===== config.mk =====
export PLATFORM = sky130hd
export DESIGN_NAME = pse_ctrl
export DESIGN_NICKNAME = d
export VERILOG_FILES = /design/src/rtl/pse_pkg.sv /design/src/rtl/pse_ctrl.sv
export SDC_FILE = /design/constraint.sdc
export NUM_CORES = 1
export LEC_CHECK = 0
export BUFFER_PORTS_ARGS = -buffer_cell sky130_fd_sc_hd__buf_2
export CAP_MARGIN = 25
export CORE_AREA = 2 2 39 41
export CTS_CLUSTER_DIAMETER = 80
export DETAILED_ROUTE_END_ITERATION = 16
export DIE_AREA = 0 0 41 43
export PLACE_DENSITY = 0.75
export SYNTH_ARGS = -nofsm -noshare
export SYNTH_HDL_FRONTEND = slang
export SYNTH_SLANG_ARGS = --single-unit
export TNS_END_PERCENT = 30

===== constraint.sdc =====
create_clock -name clk -period 1.45 [get_ports clk]
set_clock_uncertainty 0.1 [all_clocks]
set_input_delay 0.29 -clock clk [delete_from_list [all_inputs] [get_ports clk]]
set_output_delay 0.29 -clock clk [all_outputs]
set_load 0.01 [all_outputs]

===== src/rtl/pse_pkg.sv =====
`timescale 1ns / 1ps

package pse_pkg;

  // Token kinds carried on the input tuser field.
  localparam logic [2:0] FUNC_PUSH = 3'd0;
  localparam logic [2:0] FUNC_ADD  = 3'd1;
  localparam logic [2:0] FUNC_SUB  = 3'd2;
  localparam logic [2:0] FUNC_MUL  = 3'd3;
  localparam logic [2:0] FUNC_DIV  = 3'd4;
  localparam logic [2:0] FUNC_MOD  = 3'd5;
  localparam logic [2:0] FUNC_POW  = 3'd6;

  // Status codes returned with each result.
  localparam logic [2:0] STAT_OK        = 3'd0;
  localparam logic [2:0] STAT_UNDERFLOW = 3'd1;
  localparam logic [2:0] STAT_OVERFLOW  = 3'd2;
  localparam logic [2:0] STAT_DIV_ZERO  = 3'd3;
  localparam logic [2:0] STAT_LEFTOVER  = 3'd4;

  // Source of the value written back to the top of stack.
  localparam logic [2:0] WB_ALU  = 3'd0;
  localparam logic [2:0] WB_DIV  = 3'd1;
  localparam logic [2:0] WB_MOD  = 3'd2;
  localparam logic [2:0] WB_POW  = 3'd3;
  localparam logic [2:0] WB_ZERO = 3'd4;

  // Divider sequencing.
  localparam int unsigned DIV_STEPS = 32;
  localparam int unsigned DCNT_W    = 6;

  // Commands from the controller to the datapath.
  typedef struct packed {
    logic       load_tok;
    logic       push;
    logic       set_err;
    logic [2:0] err_code;
    logic       ld_ops;
    logic       div_init;
    logic       div_step;
    logic       pow_init;
    logic       pow_step;
    logic       wb;
    logic [2:0] wb_sel;
    logic       emit;
    logic       clear;
  } cmd_t;

  // Status from the datapath to the controller.
  typedef struct packed {
    logic [2:0] func;
    logic       last;
    logic       err_nz;
    logic       full;
    logic       lt2;
    logic       b_zero;
    logic       b_neg;
    logic       div_done;
    logic       pow_done;
    logic       out_free;
  } sts_t;

endpackage


===== src/rtl/pse_ctrl.sv =====
`timescale 1ns / 1ps

module pse_ctrl (
  input  logic           clk,
  input  logic           rst_n,
  input  logic           in_tvalid,
  output logic           in_tready,
  input  pse_pkg::sts_t  sts,
  output pse_pkg::cmd_t  cmd
);
  import pse_pkg::*;

  localparam logic [2:0] S_IDLE   = 3'd0;
  localparam logic [2:0] S_DECODE = 3'd1;
  localparam logic [2:0] S_READ   = 3'd2;
  localparam logic [2:0] S_OPS    = 3'd3;
  localparam logic [2:0] S_DIV    = 3'd4;
  localparam logic [2:0] S_POW    = 3'd5;
  localparam logic [2:0] S_FINISH = 3'd6;

  logic [2:0] state_r;
  logic [2:0] state_nxt;

  assign in_tready = (state_r == S_IDLE);

  // State register.
  always_ff @(posedge clk) begin
    if (!rst_n) begin
      state_r <= S_IDLE;
    end else begin
      state_r <= state_nxt;
    end
  end

  // Sequencing of one token and the commands for each step.
  always_comb begin
    state_nxt = state_r;
    cmd       = '0;
    unique case (state_r)
      S_IDLE: begin
        if (in_tvalid) begin
          cmd.load_tok = 1'b1;
          state_nxt    = S_DECODE;
        end
      end
      S_DECODE: begin
        state_nxt = S_FINISH;
        if (!sts.err_nz) begin
          if (sts.func == FUNC_PUSH) begin
            if (sts.full) begin
              cmd.set_err  = 1'b1;
              cmd.err_code = STAT_OVERFLOW;
            end else begin
              cmd.push = 1'b1;
            end
          end else if (sts.func <= FUNC_POW) begin
            if (sts.lt2) begin
              cmd.set_err  = 1'b1;
              cmd.err_code = STAT_UNDERFLOW;
            end else begin
              state_nxt = S_READ;
            end
          end
        end
      end
      S_READ: begin
        cmd.ld_ops = 1'b1;
        state_nxt  = S_OPS;
      end
      S_OPS: begin
        state_nxt = S_FINISH;
        unique case (sts.func) inside
          FUNC_DIV, FUNC_MOD: begin
            if (sts.b_zero) begin
              cmd.set_err  = 1'b1;
              cmd.err_code = STAT_DIV_ZERO;
              cmd.wb       = 1'b1;
              cmd.wb_sel   = WB_ZERO;
            end else begin
              cmd.div_init = 1'b1;
              state_nxt    = S_DIV;
            end
          end
          FUNC_POW: begin
            if (sts.b_neg) begin
              cmd.wb     = 1'b1;
              cmd.wb_sel = WB_ZERO;
            end else begin
              cmd.pow_init = 1'b1;
              state_nxt    = S_POW;
            end
          end
          default: begin
            cmd.wb     = 1'b1;
            cmd.wb_sel = WB_ALU;
          end
        endcase
      end
      S_DIV: begin
        if (sts.div_done) begin
          cmd.wb     = 1'b1;
          cmd.wb_sel = (sts.func == FUNC_DIV) ? WB_DIV : WB_MOD;
          state_nxt  = S_FINISH;
        end else begin
          cmd.div_step = 1'b1;
        end
      end
      S_POW: begin
        if (sts.pow_done) begin
          cmd.wb     = 1'b1;
          cmd.wb_sel = WB_POW;
          state_nxt  = S_FINISH;
        end else begin
          cmd.pow_step = 1'b1;
        end
      end
      S_FINISH: begin
        if (!sts.last) begin
          state_nxt = S_IDLE;
        end else if (sts.out_free) begin
          cmd.emit  = 1'b1;
          cmd.clear = 1'b1;
          state_nxt = S_IDLE;
        end
      end
      default: begin
        state_nxt = S_IDLE;
      end
    endcase
  end

endmodule


Word level (Yosys, flattened, before mapping)
Index checks and enable logic that the tools add are counted.

word-level totals
  word-level logic and storage cells = 66
  output and inout bits = 18
  input port bits = 15
  register bits = 3

operators by class
  magnitude comparators = 1
  multiplexer cells = 47
  equal/unequal tests = 13
  reductions and logical operators = 4

operator list
  operator                                                          number
  4-bit 2-to-1 mux                                                  10
  3-bit 2-to-1 mux                                                  9
  3-bit one-hot mux with 7 select lines                             1
  3-bit == test (second input constant)                             6
  1-bit 2-to-1 mux                                                  16
  4-bit one-hot mux with 2 select lines                             2
  2-bit 2-to-1 mux                                                  6
  4-bit one-hot mux with 3 select lines                             1
  3-bit by 2-bit == test with 1-bit output (second input constant)  2
  3-bit logical NOT                                                 2
  2-bit inequality test (second input constant)                     3
  3-bit one-hot mux with 2 select lines                             1
  5-bit 2-to-1 mux                                                  1
  4-bit AND reduction                                               1
  3-bit by 1-bit == test with 1-bit output (second input constant)  1
  3-bit less-or-equal comparator (second input constant)            1
  3-bit inequality test (second input constant)                     1
  2-bit OR reduction                                                1

Longest topological paths before layout
  depth in word-level cells = 5
  depth in mapped cells = 5
  depth with buffers taken out = 3

Worst setup path after synthesis
OpenSTA, ideal clock, no wires.

  kind = input -> output
  start = input port sts[10] (netlist name)
  end = output port cmd[14] (netlist name)
  cell stages on the path = 4
  data required time = 1.060 ns
  arrival time = 1.117 ns
  path slack = -0.057 ns
  path buffers = 1
  cells stage by stage = buf_2 > or4_1 > o2111ai_1 > o21bai_1

RTL lines
  what             RTL line       RTL
  start, declared  pse_ctrl.sv:8  input pse_pkg::sts_t sts,
  end, declared    pse_ctrl.sv:9  output pse_pkg::cmd_t cmd

==> run_results.csv <==
group,metric,value,unit
timing,setup_viol,17,
cts,cts-root-buf,"clkbuf_4",
logic_synthesis,synth_nets,81,
floorplan,dieArea,1760,µm²
timing,setup_ws,-0.314,ns
worst_setup_path,crit_required,1.06,ns
floorplan,die_h,43,µm
drt,ant_nets,0,
logic_synthesis,synth_async_sr_flop_share,0,%
timing,hold_violations,0,
drt,vias,736,
logic_synthesis,syn_area_per_cell,7.85,µm²
logic_synthesis,netlist_area,518,µm²
layout,final_common_cell,"buf_2",
placement,numPortBuffers,31,
layout,antenna_cells,0,
cts,clock_tree.buffer_depth,2,
placement,place_ws,-0.205,ns
cts,cts_sinks,3,
layout,top_register,"state_r",
pwr,pwr_density_cell,1190,nW/µm²
drt,drt-pass1-iter-count,4,
run,maxCapViolations,0,
worst_setup_path,critical_path_class,"reg -> out",
grt,gr-usage-all-layers,21.2,%
cts,numCtsBuffers,3,
timing,final-max-slew-violation-count,0,
layout,final_core_util,77.3,%
grt,grt_start_max_net_pins,9,
worst_hold_path,hp-class,"in -> reg",
worst_setup_path,start_kind,"flip-flop",
placement,gp_congestion,0.782,
worst_setup_path,critPathCaptureType,"output port",
drt,route.detailed.drc,0,
grt,grt_pass1_vias,663,
worst_setup_path,crit_fanout,4,
logic_synthesis,synth_ff_type,"dfxtp_1",
logic_synthesis,synth-seq-area-share,11.6,%
layout,fin_nets,139,
floorplan,initial_core_util,37.4,%
grt,antenna_found_initial,0,
timing,rsz0062_at_grt,"yes",
logic_synthesis,netlist_instances,66,
floorplan,core,1380,µm²
floorplan,die_width,41,µm
cts,cts_tree,"done",
layout,area_growth,107,%
floorplan,num_io_pins,33,
layout,drive_above_1_share,71.5,%
layout,reg.largest.list,"state_r x3",
cts,clk_pin_slew,0.03,ns
drt,wl,2.04,mm
grt,grt_pass1_wl,2.66,mm
logic_synthesis,ys_seq_elements,3,
logic_synthesis,synth_edf_count,0,
timing,fin_tns_setup,-3.42,ns
grt,grt.overflow.total,0,
logic_synthesis,yosysUniqueCellTypes,41,
drt,avgViaCountPerCell,5.29,
timing,min_period_over_period,122,%
pwr,ir_drop,0.891,mV
logic_synthesis,ys_warn_count,0,
timing,post-route-min-period,1.76,ns
pwr,p_leak,0.551,nW
cts,postCtsHoldBufs,0,
drt,wl_per_cell,14.7,µm
layout,layout_common_cells,"buf_2 (28), buf_4 (17), buf_6 (15)",
status,status,"finished with violations",
timing,fmax,567,MHz
status,violations,"negative setup slack",
worst_setup_path,cp.arrival,1.37,ns
floorplan,num_rows,14,
pwr,finalPower,1.27,mW
cts,worstSkewPairLatency,0.23,ns
drt,first_iter_violations,6,
layout,largest_reg_flops,3,
cts,htree_levels,1,
placement,dp_hpwl,1.26,mm
-- final timing paths --
kind                                  from    endpoint  slack [ns]  cells after the start
worst max-delay path            state_r[1]     cmd[16]       -0.31                      5
worst min-delay path                 rst_n  state_r[1]        0.27                      3
worst max register to register  state_r[1]  state_r[1]       -0.02                      5
worst min register to register  state_r[1]  state_r[1]        0.64                      3
-- synthesized netlist by cell type (3+ instances only) --
cell	n	area [µm²]
nor2_1	4	15.0
a21oi_1	3	15.0
dfxtp_1	3	60.1
nor3b_1	3	22.5
nor4b_2	3	45.0
buf_2	4	20.0
nand3_1	3	15.0
nor3_1	3	15.0
buf_4	3	22.5
-- layout make-up --
type / count / area [µm²]
clock buffers: 4 / 26.3
fillers: 98 / 314
inverters: 2 / 7.51
multi-input cells: 54 / 510
flip-flops and latches: 3 / 68.8
well taps: 16 / 20.0
repair buffers: 60 / 437
-- power breakdown --
part | internal [mW] | switching, mW | total, mW
registers | 0.126 | 0.0486 | 0.174
clock network | 0.103 | 0.0389 | 0.142
logic | 0.551 | 0.407 | 0.958
total | 0.780 | 0.495 | 1.27
-- metal layers --
metal	vias to the layer above	part of all wire, %	track usage [%]
met5	-	0	0
met2	18	55	37.5
met1	352	42	24.4
li1	366	-	-
met4	0	0	6.00
met3	0	3.2	3.14
-- kinds of logic (layout without fill, tap and decap cells) --
kind of cell | Yosys count | in the layout | share of synthesized area (%)
buf+inv | 9 | 66 | 9.66
simple gates | 33 | 33 | 48.1
other cells | 1 | 1 | 0.724
mux | 1 | 1 | 1.93
flops | 3 | 3 | 11.6
compound gates | 19 | 19 | 28.0
-- through the flow --
step           instance area, µm²  instances  hold WS (ns)
2_1_floorplan                 527         66         0.331
3_3_place_gp                  818        128         0.480
3_5_place_dp                  818        128         0.466
4_1_cts                       973        133         0.245
5_1_grt                      1070        139         0.279
6_report                     1070        139         0.273
-- repair_timing --
action	CTS	global route
setup endpoints to repair	20	19
pin swaps	9	3
buffers inserted	1	6
gates resized for setup	28	10
gates cloned	0	0
-- critical path, cell delays in order (launching register included) --
cell and delay [ns]:
dfxtp_4 0.36, buf_6 0.13, or3_4 0.39, inv_2 0.06, and2_4 0.13, buf_6 0.09
(Power assumes the default switching activity.)
